**src/rtl/core/spr_pkg.sv**
```systemverilog
// Shared constants and widths of the stepper move ramp profiler.
// Used by the divider unit, the top level, the checker and the testbench; depends on nothing.
`timescale 1ns / 1ps
`default_nettype none
package spr_pkg;
    localparam int NUM_AXES   = 2;
    localparam int AXIS_W     = 1;
    localparam int MAX_PERIOD = 65536;
    localparam int PERIOD_W   = 17;
    localparam int STEPS_W    = 23;
    localparam int RAMP_W     = 22;
    localparam int CLK_W      = 27;
    localparam int SPR_W      = 16;
    localparam int DVD_W      = 39;
    localparam int DVS_W      = 32;
    localparam int MULA_W     = 17;
    localparam int MULB_W     = 22;
    localparam int CNT_W      = 6;

    localparam logic [1:0] REQ_MOVE = 2'd0;
    localparam logic [1:0] REQ_TICK = 2'd1;
    localparam logic [1:0] REQ_STOP = 2'd2;
    localparam logic [1:0] REQ_NONE = 2'd3;

    localparam logic [1:0] ACT_NONE   = 2'd0;
    localparam logic [1:0] ACT_LAUNCH = 2'd1;
    localparam logic [1:0] ACT_UPDATE = 2'd2;
    localparam logic [1:0] ACT_STOP   = 2'd3;

    localparam logic [1:0] REG_CLK_ONE = 2'd0;
    localparam logic [1:0] REG_CLK_TWO = 2'd1;
    localparam logic [1:0] REG_SPR     = 2'd2;

    localparam logic [DVS_W-1:0] DEG_PER_REV = DVS_W'(360);
    localparam logic [DVS_W-1:0] RAMP_DIV    = DVS_W'(3);
    localparam logic [STEPS_W-1:0] RAMP_MIN  = STEPS_W'(40);
    localparam logic [STEPS_W-1:0] RAMP_KNEE = STEPS_W'(80);
endpackage
`default_nettype wire

```
**src/rtl/core/spr_div.sv**
```systemverilog
// Restoring divider that yields one quotient bit per cycle.
// Depends on spr_pkg for operand widths.
`timescale 1ns / 1ps
`default_nettype none
module spr_div
    import spr_pkg::*;
(
    input  wire logic             clk,
    input  wire logic             rst_n,
    input  wire logic             start,
    input  wire logic [DVD_W-1:0] dividend,
    input  wire logic [DVS_W-1:0] divisor,
    output logic                  done,
    output logic [DVD_W-1:0]      quotient
);
    logic             busy_reg;
    logic             done_reg;
    logic [CNT_W-1:0] cnt_reg;
    logic [DVS_W-1:0] rem_reg;
    logic [DVD_W-1:0] quo_reg;
    logic [DVS_W-1:0] dvs_reg;
    logic [DVS_W:0]   trial;
    logic             fits;
    logic             last;

    assign trial = {rem_reg, quo_reg[DVD_W-1]};
    assign fits  = trial >= {1'b0, dvs_reg};
    assign last  = busy_reg && (cnt_reg == CNT_W'(DVD_W - 1));

    always_ff @(posedge clk or negedge rst_n)
    begin
        if (!rst_n)
        begin
            busy_reg <= 1'b0;
            done_reg <= 1'b0;
            cnt_reg  <= '0;
        end
        else
        begin
            done_reg <= !start && last;
            if (start)
            begin
                busy_reg <= 1'b1;
                cnt_reg  <= '0;
            end
            else if (busy_reg)
            begin
                cnt_reg  <= cnt_reg + 1'b1;
                busy_reg <= !last;
            end
        end
    end

    always_ff @(posedge clk)
    begin
        if (start)
        begin
            rem_reg <= '0;
            quo_reg <= dividend;
            dvs_reg <= divisor;
        end
        else if (busy_reg)
        begin
            rem_reg <= fits ? DVS_W'(trial - {1'b0, dvs_reg}) : trial[DVS_W-1:0];
            quo_reg <= {quo_reg[DVD_W-2:0], fits};
        end
    end

    assign done     = done_reg;
    assign quotient = quo_reg;
endmodule
`default_nettype wire

```
**src/rtl/core/stepper_move_ramp_profiler_top.sv**
```systemverilog
// Top level of the two-axis stepper move ramp profiler: sequencer, axis state, multiplier.
// Depends on spr_pkg and spr_div.
//
// channel  | direction | handshake               | payload
// s_axis   | in        | s_axis_tvalid/tready    | tuser req_type,axis; tdata angle,speed
// m_axis   | out       | m_axis_tvalid/tready    | tuser out_axis,action; tdata period,dir,moving
// cfg      | in        | cfg_valid/cfg_ready     | cfg_index, cfg_data
//
// A stop, an idle tick, a cruise tick or the end of a move goes from decode straight to the done
// state, and the input is ready again once the result is in the output register.
// A move with a nonzero angle runs up to three divisions and a ramp tick two, one after another
// in the shared divider, which works through the whole 39-bit dividend for each of them.
// Reset clears all axis state and loads the register defaults.
// A finished result waits in the output register while the next item is taken.
`timescale 1ns / 1ps
`default_nettype none
module stepper_move_ramp_profiler_top
    import spr_pkg::*;
(
    input  wire logic        clk,
    input  wire logic        rst_n,
    input  wire logic        s_axis_tvalid,
    output logic             s_axis_tready,
    input  wire logic [31:0] s_axis_tdata,  // move_angle[15:0], speed_rpm[31:16]
    input  wire logic [2:0]  s_axis_tuser,  // req_type[1:0], axis[2]
    output logic             m_axis_tvalid,
    input  wire logic        m_axis_tready,
    output logic [23:0]      m_axis_tdata,  // step_period[16:0], direction[17], moving[18]
    output logic [2:0]       m_axis_tuser,  // out_axis[0], timer_action[2:1]
    input  wire logic        cfg_valid,
    output logic             cfg_ready,
    input  wire logic [1:0]  cfg_index,
    input  wire logic [26:0] cfg_data
);
    typedef enum logic [5:0] {
        ST_IDLE   = 6'b000001,
        ST_DECODE = 6'b000010,
        ST_MUL    = 6'b000100,
        ST_DIV    = 6'b001000,
        ST_WAIT   = 6'b010000,
        ST_DONE   = 6'b100000
    } state_t;

    typedef enum logic [2:0] {
        PH_STEPS, PH_CRUISE, PH_RAMP, PH_FRAC, PH_PERIOD
    } phase_t;

    state_t state_reg;
    phase_t phase_reg;

    logic [CLK_W-1:0]    clk_one_reg, clk_two_reg;
    logic [SPR_W-1:0]    spr_reg;

    logic                active_reg [NUM_AXES];
    logic [STEPS_W-1:0]  left_reg   [NUM_AXES];
    logic [STEPS_W-1:0]  total_reg  [NUM_AXES];
    logic [RAMP_W-1:0]   ramp_reg   [NUM_AXES];
    logic [PERIOD_W-1:0] slow_reg   [NUM_AXES];
    logic [PERIOD_W-1:0] cruise_reg [NUM_AXES];
    logic                dir_reg    [NUM_AXES];

    logic [1:0]          req_reg;
    logic [AXIS_W-1:0]   axis_reg;
    logic [15:0]         angle_reg;
    logic [15:0]         rpm_reg;
    logic [MULA_W-1:0]   mul_a_reg;
    logic [MULB_W-1:0]   mul_b_reg;
    logic [DVD_W-1:0]    prod_reg;
    logic [STEPS_W-1:0]  steps_reg;
    logic [PERIOD_W-1:0] cr_reg;
    logic [PERIOD_W-1:0] den_reg;
    logic [1:0]          act_reg;
    logic [PERIOD_W-1:0] per_reg;

    logic                out_valid_reg;
    logic [AXIS_W-1:0]   o_axis_reg;
    logic [1:0]          o_act_reg;
    logic [PERIOD_W-1:0] o_per_reg;
    logic                o_dir_reg;
    logic                o_mov_reg;

    logic                div_start;
    logic [DVD_W-1:0]    div_dvd;
    logic [DVS_W-1:0]    div_dvs;
    logic                div_done;
    logic [DVD_W-1:0]    div_q;

    logic                neg;
    logic [15:0]         mag;
    logic [CLK_W-1:0]    clk_sel;
    logic [33:0]         clk60;
    logic [STEPS_W-1:0]  t_left, t_new, t_done, t_total, t_ramp, t_n, t_k, t_base;
    logic                t_up, t_down;
    logic [RAMP_W-1:0]   t_sel;
    logic [PERIOD_W-1:0] a_slow, a_fast;
    logic [STEPS_W-1:0]  q_steps, half, r1, r2;
    logic [PERIOD_W-1:0] q_cruise;
    logic [19:0]         start8;
    logic [PERIOD_W:0]   start_p, cr_plus;
    logic [PERIOD_W:0]   den_sum;
    logic                out_load;

    assign s_axis_tready = (state_reg == ST_IDLE);
    assign cfg_ready     = 1'b1;
    assign out_load      = (state_reg == ST_DONE) && (!out_valid_reg || m_axis_tready);

    assign neg     = angle_reg[15];
    assign mag     = neg ? 16'(~angle_reg + 16'd1) : angle_reg;
    assign clk_sel = (axis_reg == AXIS_W'(0)) ? clk_one_reg : clk_two_reg;
    assign clk60   = {1'b0, clk_sel, 6'b0} - {5'b0, clk_sel, 2'b0};

    assign a_slow  = slow_reg[axis_reg];
    assign a_fast  = cruise_reg[axis_reg];
    assign t_left  = left_reg[axis_reg];
    assign t_total = total_reg[axis_reg];
    assign t_ramp  = {1'b0, ramp_reg[axis_reg]};
    assign t_new   = t_left - 1'b1;
    assign t_done  = t_total - t_new;
    assign t_base  = t_total - t_ramp;
    assign t_up    = t_done < t_ramp;
    assign t_down  = (t_total >= t_ramp) && (t_done >= t_base);
    assign t_n     = t_done - t_base;
    assign t_k     = (t_n <= t_ramp) ? (t_ramp - t_n) : '0;
    assign t_sel   = t_up ? t_done[RAMP_W-1:0] : t_k[RAMP_W-1:0];

    assign q_steps  = (div_q == '0) ? STEPS_W'(1) : div_q[STEPS_W-1:0];
    assign q_cruise = div_q[PERIOD_W-1:0];
    assign half     = steps_reg >> 1;
    assign r1       = (div_q[STEPS_W-1:0] < RAMP_MIN) ?
                      ((steps_reg < RAMP_KNEE) ? half : RAMP_MIN) : div_q[STEPS_W-1:0];
    assign r2       = (r1 > half) ? half : r1;
    assign start8   = {cr_reg, 3'b0};
    assign cr_plus  = {1'b0, cr_reg} + (PERIOD_W+1)'(2);
    assign start_p  = (start8 > 20'(MAX_PERIOD)) ? (PERIOD_W+1)'(MAX_PERIOD)
                                                 : start8[PERIOD_W:0];
    assign den_sum  = {1'b0, a_fast} + div_q[PERIOD_W:0];

    always_comb
    begin
        div_start = 1'b0;
        div_dvd   = prod_reg;
        div_dvs   = DEG_PER_REV;
        if (state_reg == ST_DIV)
        begin
            case (phase_reg)
                PH_STEPS:  div_start = 1'b1;
                PH_CRUISE:
                begin
                    div_start = (prod_reg != '0);
                    div_dvd   = DVD_W'(clk60);
                    div_dvs   = prod_reg[DVS_W-1:0];
                end
                PH_RAMP:
                begin
                    div_start = 1'b1;
                    div_dvd   = DVD_W'(steps_reg);
                    div_dvs   = RAMP_DIV;
                end
                PH_FRAC:
                begin
                    div_start = 1'b1;
                    div_dvs   = DVS_W'(ramp_reg[axis_reg]);
                end
                PH_PERIOD:
                begin
                    div_start = 1'b1;
                    div_dvs   = DVS_W'(den_reg);
                end
                default: div_start = 1'b0;
            endcase
        end
    end

    spr_div u_div (
        .clk      (clk),
        .rst_n    (rst_n),
        .start    (div_start),
        .dividend (div_dvd),
        .divisor  (div_dvs),
        .done     (div_done),
        .quotient (div_q)
    );

    always_ff @(posedge clk or negedge rst_n)
    begin
        if (!rst_n)
        begin
            clk_one_reg <= CLK_W'(32000000);
            clk_two_reg <= CLK_W'(32000000);
            spr_reg     <= SPR_W'(3200);
        end
        else if (cfg_valid && cfg_ready)
        begin
            case (cfg_index)
                REG_CLK_ONE: clk_one_reg <= cfg_data;
                REG_CLK_TWO: clk_two_reg <= cfg_data;
                REG_SPR:     spr_reg     <= cfg_data[SPR_W-1:0];
                default:     spr_reg     <= spr_reg;
            endcase
        end
    end

    always_ff @(posedge clk or negedge rst_n)
    begin
        if (!rst_n)
        begin
            state_reg <= ST_IDLE;
            phase_reg <= PH_STEPS;
            for (int i = 0; i < NUM_AXES; i++)
            begin
                active_reg[i] <= 1'b0;
                left_reg[i]   <= '0;
                total_reg[i]  <= '0;
                ramp_reg[i]   <= '0;
                slow_reg[i]   <= '0;
                cruise_reg[i] <= '0;
                dir_reg[i]    <= 1'b0;
            end
        end
        else
        begin
            case (state_reg)
                ST_IDLE:
                begin
                    if (s_axis_tvalid)
                    begin
                        state_reg <= ST_DECODE;
                    end
                end
                ST_DECODE:
                begin
                    case (req_reg)
                        REQ_MOVE:
                        begin
                            if (mag == '0)
                            begin
                                active_reg[axis_reg] <= 1'b0;
                                left_reg[axis_reg]   <= '0;
                                state_reg            <= ST_DONE;
                            end
                            else
                            begin
                                phase_reg <= PH_STEPS;
                                state_reg <= ST_MUL;
                            end
                        end
                        REQ_TICK:
                        begin
                            if (active_reg[axis_reg] && t_left <= STEPS_W'(1))
                            begin
                                active_reg[axis_reg] <= 1'b0;
                                left_reg[axis_reg]   <= '0;
                                state_reg            <= ST_DONE;
                            end
                            else if (active_reg[axis_reg])
                            begin
                                left_reg[axis_reg] <= t_new;
                                if ((t_up || t_down) && t_ramp != '0 && a_slow > a_fast)
                                begin
                                    phase_reg <= PH_FRAC;
                                    state_reg <= ST_MUL;
                                end
                                else
                                begin
                                    state_reg <= ST_DONE;
                                end
                            end
                            else
                            begin
                                state_reg <= ST_DONE;
                            end
                        end
                        REQ_STOP:
                        begin
                            active_reg[axis_reg] <= 1'b0;
                            left_reg[axis_reg]   <= '0;
                            state_reg            <= ST_DONE;
                        end
                        default: state_reg <= ST_DONE;
                    endcase
                end
                ST_MUL: state_reg <= ST_DIV;
                ST_DIV:
                begin
                    if (div_start)
                    begin
                        state_reg <= ST_WAIT;
                    end
                    else
                    begin
                        active_reg[axis_reg] <= 1'b0;
                        left_reg[axis_reg]   <= '0;
                        state_reg            <= ST_DONE;
                    end
                end
                ST_WAIT:
                begin
                    if (div_done)
                    begin
                        case (phase_reg)
                            PH_STEPS:
                            begin
                                dir_reg[axis_reg] <= !neg;
                                phase_reg         <= PH_CRUISE;
                                state_reg         <= ST_MUL;
                            end
                            PH_CRUISE:
                            begin
                                if (div_q < DVD_W'(2) || div_q > DVD_W'(MAX_PERIOD))
                                begin
                                    active_reg[axis_reg] <= 1'b0;
                                    left_reg[axis_reg]   <= '0;
                                    state_reg            <= ST_DONE;
                                end
                                else
                                begin
                                    phase_reg <= PH_RAMP;
                                    state_reg <= ST_DIV;
                                end
                            end
                            PH_RAMP:
                            begin
                                active_reg[axis_reg] <= 1'b1;
                                total_reg[axis_reg]  <= steps_reg;
                                left_reg[axis_reg]   <= steps_reg;
                                ramp_reg[axis_reg]   <= (r2 == '0) ? RAMP_W'(1)
                                                                   : r2[RAMP_W-1:0];
                                slow_reg[axis_reg]   <= (start_p < cr_plus) ?
                                                        cr_plus[PERIOD_W-1:0] :
                                                        start_p[PERIOD_W-1:0];
                                cruise_reg[axis_reg] <= cr_reg;
                                state_reg            <= ST_DONE;
                            end
                            PH_FRAC:
                            begin
                                phase_reg <= PH_PERIOD;
                                state_reg <= ST_MUL;
                            end
                            PH_PERIOD: state_reg <= ST_DONE;
                            default:   state_reg <= ST_DONE;
                        endcase
                    end
                end
                ST_DONE:
                begin
                    if (out_load)
                    begin
                        state_reg <= ST_IDLE;
                    end
                end
                default: state_reg <= ST_IDLE;
            endcase
        end
    end

    always_ff @(posedge clk)
    begin
        if (s_axis_tvalid && s_axis_tready)
        begin
            req_reg   <= s_axis_tuser[1:0];
            axis_reg  <= s_axis_tuser[2];
            angle_reg <= s_axis_tdata[15:0];
            rpm_reg   <= s_axis_tdata[31:16];
        end
        if (state_reg == ST_MUL)
        begin
            prod_reg <= DVD_W'(mul_a_reg * mul_b_reg);
        end
        case (state_reg)
            ST_DECODE:
            begin
                if (req_reg == REQ_TICK && active_reg[axis_reg] && t_left > STEPS_W'(1))
                begin
                    act_reg   <= ACT_UPDATE;
                    mul_a_reg <= a_slow - a_fast;
                    mul_b_reg <= t_sel;
                    per_reg   <= ((t_up || t_down) && t_ramp == '0) ? a_slow : a_fast;
                end
                else
                begin
                    mul_a_reg <= MULA_W'(mag);
                    mul_b_reg <= MULB_W'(spr_reg);
                    per_reg   <= '0;
                    if ((req_reg == REQ_MOVE && mag == '0) || req_reg == REQ_STOP
                        || (req_reg == REQ_TICK && active_reg[axis_reg]))
                    begin
                        act_reg <= ACT_STOP;
                    end
                    else
                    begin
                        act_reg <= ACT_NONE;
                    end
                end
            end
            ST_DIV:
            begin
                if (!div_start)
                begin
                    act_reg <= ACT_STOP;
                end
            end
            ST_WAIT:
            begin
                if (div_done)
                begin
                    case (phase_reg)
                        PH_STEPS:
                        begin
                            steps_reg <= q_steps;
                            mul_a_reg <= MULA_W'(spr_reg);
                            mul_b_reg <= MULB_W'(rpm_reg);
                        end
                        PH_CRUISE:
                        begin
                            cr_reg  <= q_cruise;
                            act_reg <= ACT_STOP;
                        end
                        PH_RAMP:
                        begin
                            act_reg <= ACT_LAUNCH;
                            per_reg <= (start_p < cr_plus) ? cr_plus[PERIOD_W-1:0]
                                                           : start_p[PERIOD_W-1:0];
                        end
                        PH_FRAC:
                        begin
                            den_reg   <= (den_sum > {1'b0, a_slow}) ? a_slow
                                                                    : den_sum[PERIOD_W-1:0];
                            mul_a_reg <= a_slow;
                            mul_b_reg <= MULB_W'(a_fast);
                        end
                        PH_PERIOD: per_reg <= q_cruise;
                        default:   per_reg <= per_reg;
                    endcase
                end
            end
            default: act_reg <= act_reg;
        endcase
    end

    always_ff @(posedge clk or negedge rst_n)
    begin
        if (!rst_n)
        begin
            out_valid_reg <= 1'b0;
        end
        else if (out_load)
        begin
            out_valid_reg <= 1'b1;
        end
        else if (m_axis_tready)
        begin
            out_valid_reg <= 1'b0;
        end
    end

    always_ff @(posedge clk)
    begin
        if (out_load)
        begin
            o_axis_reg <= axis_reg;
            o_act_reg  <= act_reg;
            o_per_reg  <= (act_reg == ACT_LAUNCH || act_reg == ACT_UPDATE) ? per_reg : '0;
            o_dir_reg  <= dir_reg[axis_reg];
            o_mov_reg  <= active_reg[axis_reg];
        end
    end

    assign m_axis_tvalid = out_valid_reg;
    assign m_axis_tuser  = {o_act_reg, o_axis_reg};
    assign m_axis_tdata  = {5'b0, o_mov_reg, o_dir_reg, o_per_reg};

`ifndef SYNTHESIS
    a_done_in_wait: assert property (@(posedge clk) disable iff (!rst_n)
        div_done |-> state_reg == ST_WAIT)
        else $error("divider finished outside its wait state");
    a_accept_decode: assert property (@(posedge clk) disable iff (!rst_n)
        (s_axis_tvalid && s_axis_tready) |=> state_reg == ST_DECODE)
        else $error("accepted item not decoded");
    a_load_free: assert property (@(posedge clk) disable iff (!rst_n)
        out_load |-> (!m_axis_tvalid || m_axis_tready))
        else $error("result overwrote a pending transfer");
`endif
endmodule
`default_nettype wire

```
**config.mk**
```make
export PLATFORM = sky130hd
export DESIGN_NAME = stepper_move_ramp_profiler_top
export DESIGN_NICKNAME = d
export VERILOG_FILES = /design/src/rtl/core/spr_pkg.sv /design/src/rtl/core/spr_div.sv /design/src/rtl/core/stepper_move_ramp_profiler_top.sv
export SDC_FILE = /design/constraint.sdc
export NUM_CORES = 2
export LEC_CHECK = 0
export CAP_MARGIN = 20
export CORE_UTILIZATION = 40
export CTS_BUF_LIST = sky130_fd_sc_hd__clkbuf_8
export DETAILED_ROUTE_END_ITERATION = 7
export DONT_BUFFER_PORTS = 1
export RECOVER_POWER = 100
export SYNTH_ARGS = -nofsm -noshare
export SYNTH_HDL_FRONTEND = slang
export SYNTH_HIERARCHICAL = 1
export SYNTH_SLANG_ARGS = --single-unit
```
**constraint.sdc**
```tcl
create_clock -name clk -period 26.8 [get_ports clk]
set_clock_uncertainty 0.15 [all_clocks]
set_input_delay 5.36 -clock clk [delete_from_list [all_inputs] [get_ports clk]]
set_output_delay 5.36 -clock clk [all_outputs]
set_load 0.05 [all_outputs]
```
==> Word-level counts from Yosys, hierarchy flattened <==
Cells that the tools add are included.
W data, S select, Z words.
{ "totals": {"wordCells": 287, "mem_bits_rw": 0, "rom_bits": 0, "output_inout_bits": 30, "memories": 0, "regBits": 610, "latchBits": 0} }
{ "classes": {"shift": 0, "muxes": 118, "n_reduce_logical": 52, "addsub": 12, "div": 0, "bitwise_logic": 7, "order_cmp": 18, "mul": 1, "n_eq_ne": 36} }
{ "ops": {"columns": ["operator", "count"], "rows": [
  ["$mux W46", 6],
  ["$pmux W46 S3", 2],
  ["$mux W17", 14],
  ["$mux W22", 10],
  ["$mux W23", 9],
  ["$bwmux W46", 3],
  ["$pmux W17 S2", 4],
  ["$pmux W32 S4", 1],
  ["$mux W39", 3],
  ["$pmux W46 S2", 1],
  ["$pmux W22 S2", 2],
  ["$pmux W39 S2", 1],
  ["$bwmux W34", 2],
  ["$mux W6", 11],
  ["$and A46 B46 Y46", 1],
  ["$logic_not A23 Y1", 2],
  ["$not A46 Y46", 1],
  ["$sub A23 B23 Y23", 2],
  ["$bwmux W44", 1],
  ["$gt A39 B17 Y1 const B", 1],
  ["$logic_not A39 Y1", 1],
  ["$lt A39 B2 Y1 const B", 1],
  ["$mul A17 B22 Y39", 1],
  ["$reduce_bool A39 Y1", 1],
  ["84 further kinds", 163]
]} }

==> Longest topological paths before layout <==
{ "depth": {"ltp_word": 16, "ltp_mapped": 49, "ltp_nobuf": 35} }

==> Cells and area by module <==
Netlist, hierarchy kept.
{ "modules_own_cells": {"columns": ["module", "cells_per_inst", "instances", "area_each_um2"], "rows": [
  ["stepper_move_ramp_profiler_top", 5030, 1, 46377.0],
  ["spr_div", 636, 1, 6456.2]
]} }

==> Least setup slack after synthesis <==
Ideal clock, no wire load.
{ "synth_timing": {"kind": "register -> register", "start": "register axis_reg", "end": "register mul_b_reg[13], data pin", "stages_incl_launch_ff": 47, "required_time_ns": 26.470, "arrival_time_ns": 10.624, "path_slack_ns": 15.846, "setup_ns": 0.180, "path_buffers": 15, "cell_sequence": "edfxtp_1 -> buf_6 -> buf_2 -> buf_2 -> buf_2 -> buf_1 -> buf_2 -> buf_1 -> clkbuf_1 -> buf_2 -> buf_2 -> clkbuf_1 -> buf_1 -> mux2i_1 -> ha_1 -> clkbuf_1 -> o221a_2 -> nand2_1 -> [... 11 more ...] -> xor2_1 -> ha_1 -> and4_1 -> a221o_1 -> a2bb2o_1 -> and3_1 -> a211o_1 -> xor2_1 -> ha_1 -> nand4_1 -> o21ai_0 -> a2111oi_0 -> a21boi_0 -> a211oi_1 -> nor3_2 -> buf_2 -> a221oi_1 -> a221oi_1"} }
{ "synth_via": {"elab_chain_len": 12, "word_cells_on_any_way": 32, "cone_classes": "add/sub (5); order compare (3); mux (21); bitwise (1); reduce/logical (2)"} }
{ "synth_lines": {"columns": ["item", "line_no", "text"], "rows": [
  ["start, declared", "stepper_move_ramp_profiler_top.sv:63", "logic [AXIS_W-1:0] axis_reg;"],
  ["start signal, assigned", "stepper_move_ramp_profiler_top.sv:361", "axis_reg <= s_axis_tuser[2];"],
  ["$not A1 Y2 (implied by the code) *", null, null],
  ["$mux W23 (implied by the code) (3 in a row)", "stepper_move_ramp_profiler_top.sv:114", "assign t_left = left_reg[axis_reg];"],
  ["$sub A23 B1 Y23", "stepper_move_ramp_profiler_top.sv:117", "assign t_new = t_left - 1'b1;"],
  ["$sub A23 B23 Y23", "stepper_move_ramp_profiler_top.sv:118", "assign t_done = t_total - t_new;"],
  ["$sub A23 B23 Y23", "stepper_move_ramp_profiler_top.sv:122", "assign t_n = t_done - t_base;"],
  ["$sub A22 B22 Y22 / $le A23 B22 Y1 (equally long branches)", "stepper_move_ramp_profiler_top.sv:123", "assign t_k = (t_n <= t_ramp) ? (t_ramp - t_n) : '0;"],
  ["$mux W22", "stepper_move_ramp_profiler_top.sv:123", null],
  ["$mux W22", "stepper_move_ramp_profiler_top.sv:124", "assign t_sel = t_up ? t_done[RAMP_W-1:0] : t_k[RAMP_W-1:0];"],
  ["$mux W22", "stepper_move_ramp_profiler_top.sv:372", "if (req_reg == REQ_TICK && active_reg[axis_reg] && t_left > STEPS_W'(1))"],
  ["$pmux W22 S2 *", "stepper_move_ramp_profiler_top.sv:369", "case (state_reg)"],
  ["end signal, assigned", "stepper_move_ramp_profiler_top.sv:376", "mul_b_reg <= t_sel;"],
  ["end signal, assigned", "stepper_move_ramp_profiler_top.sv:382", "mul_b_reg <= MULB_W'(spr_reg);"],
  ["end signal, assigned", "stepper_move_ramp_profiler_top.sv:411", "mul_b_reg <= MULB_W'(rpm_reg);"],
  ["end, declared", "stepper_move_ramp_profiler_top.sv:67", "logic [MULB_W-1:0] mul_b_reg;"]
]} }
Every way passes the cells marked *; elsewhere a longest branch is shown, timed or not. The select of a mux whose other input is x is not followed.
A chain may end at the register's enable or synchronous reset.

==> Worst setup path in the final report <==
Same ends and word-level chain as after synthesis.

==> results_dict.tcl <==
set metrics [dict create \
    drcViolationCount 0 \
    worstPathArrival_ns 13.95 \
    drt_iter0_markers 4142 \
    nets 6316 \
    grt_max_degree 297 \
    status "finished, violations left" \
    grt_use_total_pct 27.0 \
    max_freq_ghz 0.0740 \
    seq_area_sq_um 16500 \
    rows 132 \
    critPathBufInv 3 \
    worstMarginPinSlew_ns 4.04 \
    max_cap_violations 26 \
    dpl.hpwl_um 139000 \
    r2r_start "axis_reg" \
    ioPinCount 99 \
    startpoint "axis_reg" \
    max-clock-path-buffers 3 \
    core_area_sq_um 130000 \
    htree_num_levels 3 \
    start_util_pct 40.5 \
    worstRegToRegCells 35 \
    final_cell_area_sq_um 56700 \
    root_buffer "clkbuf_8" \
    seq_area_frac_synth_pct 31.3 \
    crit_path_max_fanout 65 \
    netlist.area_leader.share_pct 16.0 \
    synth-warning-count 6 \
    synth_edf_count 282 \
    grt_pass1_wl_um 269000 \
    hold_path.class "reg2reg" \
    finalSetupViolCount 0 \
    place_ws_ns 17.28 \
    worstSetupPathType "reg2reg" \
    path_depth 35 \
    clock_sinks 610 \
    crit_end "mul_b_reg[13]" \
    vias 42938 \
    antenna_left 0 \
    first_global_vias 41531 \
    maxSlewViolCount 1181 \
    min_period_ns 13.51 \
    post_cts_buffers 0 \
    drive_gt1_share_pct 8.21 \
    syn_to_final_growth_pct 7.24 \
    synth_top_area_cell "edfxtp_1" \
    regToRegEndpoint "mul_b_reg[13]" \
    insertion_delay_ns 0.87 \
    grt-ovfl-total 0 \
    max_slew_margin_pct -169 \
    firstDrtPassIters 5 \
    end_kind "register" \
    place_area_sq_um 54600 \
    synth_area_sq_um 52800 \
    required_ns 27.24 \
    rrSetupSlack_ns 13.29 \
    async_flop_share_pct 48.5 \
    cts_resized 0 \
    critPathMaxStageDelay_ns 2.38 \
    synthesis.instances 5666 \
    avgSynthCellArea_sq_um 9.32 \
    failed_checks "max-capacitance violations, max-slew violations" \
    die-area_sq_um 134000 \
    clkTransAtPathRegs_ns 0.07 \
    synth_seq_cells 610 \
    ys_dominant_reg_cell "edfxtp_1" \
    hold_viol 0 \
    multi_input_area_sq_um 33000 \
    rsz0062_at_grt "no" \
    ctsHoldBuffers 0 \
    die_w_um 365 \
    yosysMostFrequentCell "nand2_1" \
    cp_top_family "buffers and inverters" \
    routed_wl_um 181000 \
    worst_slack_ns 13.29 \
    crit_path_start_kind "register" \
    fillers 12747 \
    die_y_um 365 \
    period_share_pct 50.4 \
    numCtsBuffers 108 \
    cts_tree "done" \
    ys_top_cells_by_area "edfxtp_1 (16%), dfrtp_1 (13%), fa_1 (12%)" \
    io_buffers 0 \
    routabilityCongestion 1.01 \
    antenna_found_initial 6 \
    synthDistinctLibCells 105 \
    via_per_inst 5.81 \
    synthTopCellsByCount "nand2_1 (655), inv_1 (552), o21ai_0 (398)" \
    wl_per_cell_um 24.5 \
    cp_slowest_cell "clkbuf_1" \
    tns_ns 0 \
]
metal layers:
metal  up-vias  share of wire [%]  GRT usage [%]  routed length (um)
met1     21288                 43           37.4               78400
met5         -                  0              0                   0
met3       359                9.0           6.29               16400
li1      19527                  -              -                   -
met4         0                4.6           11.4                8320
met2      1764                 43           40.1               78100
worst reg2reg max path: cells and delay by family (launching register included):
kind	cells	cell delay, ns
fa+ha+maj	3	0.97
buf+inv	3	5.21
compound gates	19	3.82
simple gates	10	2.66
flops	1	0.41
layout make-up:
cell class	count	area share, %
Inverter	553	3.66
Antenna cell	3	0.0132
Clock buffer	120	2.91
Tap cell	1742	3.85
Clock inverter	84	1.23
Multi-Input combinational cell	4182	58.2
Sequential cell	610	29.2
Timing Repair Buffer	101	0.961
placed cells by master (no fill, tap or decap), types with 97 or more instances in the layout:
master,count
nand3_1,108
o21ai_0,412
nor2_1,251
xnor2_1,162
dfrtp_1,278
clkbuf_8,120
inv_1,586
mux2_2,194
ha_1,385
and2_1,145
edfxtp_1,282
a21oi_1,239
a21o_1,110
mux2i_1,127
xor2_1,97
nand2_1,654
fa_1,306
cells by family after synthesis:
| group | after synthesis | share of synthesized area [%] |
|---|---|---|
| compound gates | 1289 | 15.8 |
| xor+xnor | 260 | 4.34 |
| fa+ha+maj | 691 | 20.7 |
| buf+inv | 879 | 6.39 |
| flops | 610 | 31.3 |
| mux | 339 | 6.94 |
| other cells | 2 | 0.0142 |
| simple gates | 1596 | 14.5 |
how the worst min path moves through the flow:
stage | start | to | slack [ns] | cells after the start
final | ramp_reg[41] | ramp_reg[41] | 0.33 | 2
after global routing | slow_reg[0] | slow_reg[0] | 0.35 | 2
after CTS | total_reg[15] | total_reg[15] | 0.33 | 2
after detailed placement | total_reg[15] | total_reg[15] | 0.32 | 2
after global placement | ramp_reg[19] | ramp_reg[19] | 0.31 | 2
after floorplan | dir_reg[0] | dir_reg[0] | 0.29 | 2
per-stage QoR:
stage / cells / hold slack, ns / util [%]
6_report: 7395 / 0.328 / 43.5
5_1_grt: 7394 / 0.350 / 43.5
4_1_cts: 7389 / 0.330 / 43.7
3_5_place_dp: 7185 / 0.315 / 41.9
3_3_place_gp: 7184 / 0.307 / 41.9
2_1_floorplan: 5671 / 0.294 / -
Power is left out: the tool's default activity adds up to more than one toggle a clock period on the data nets, which glitch-free logic cannot reach.
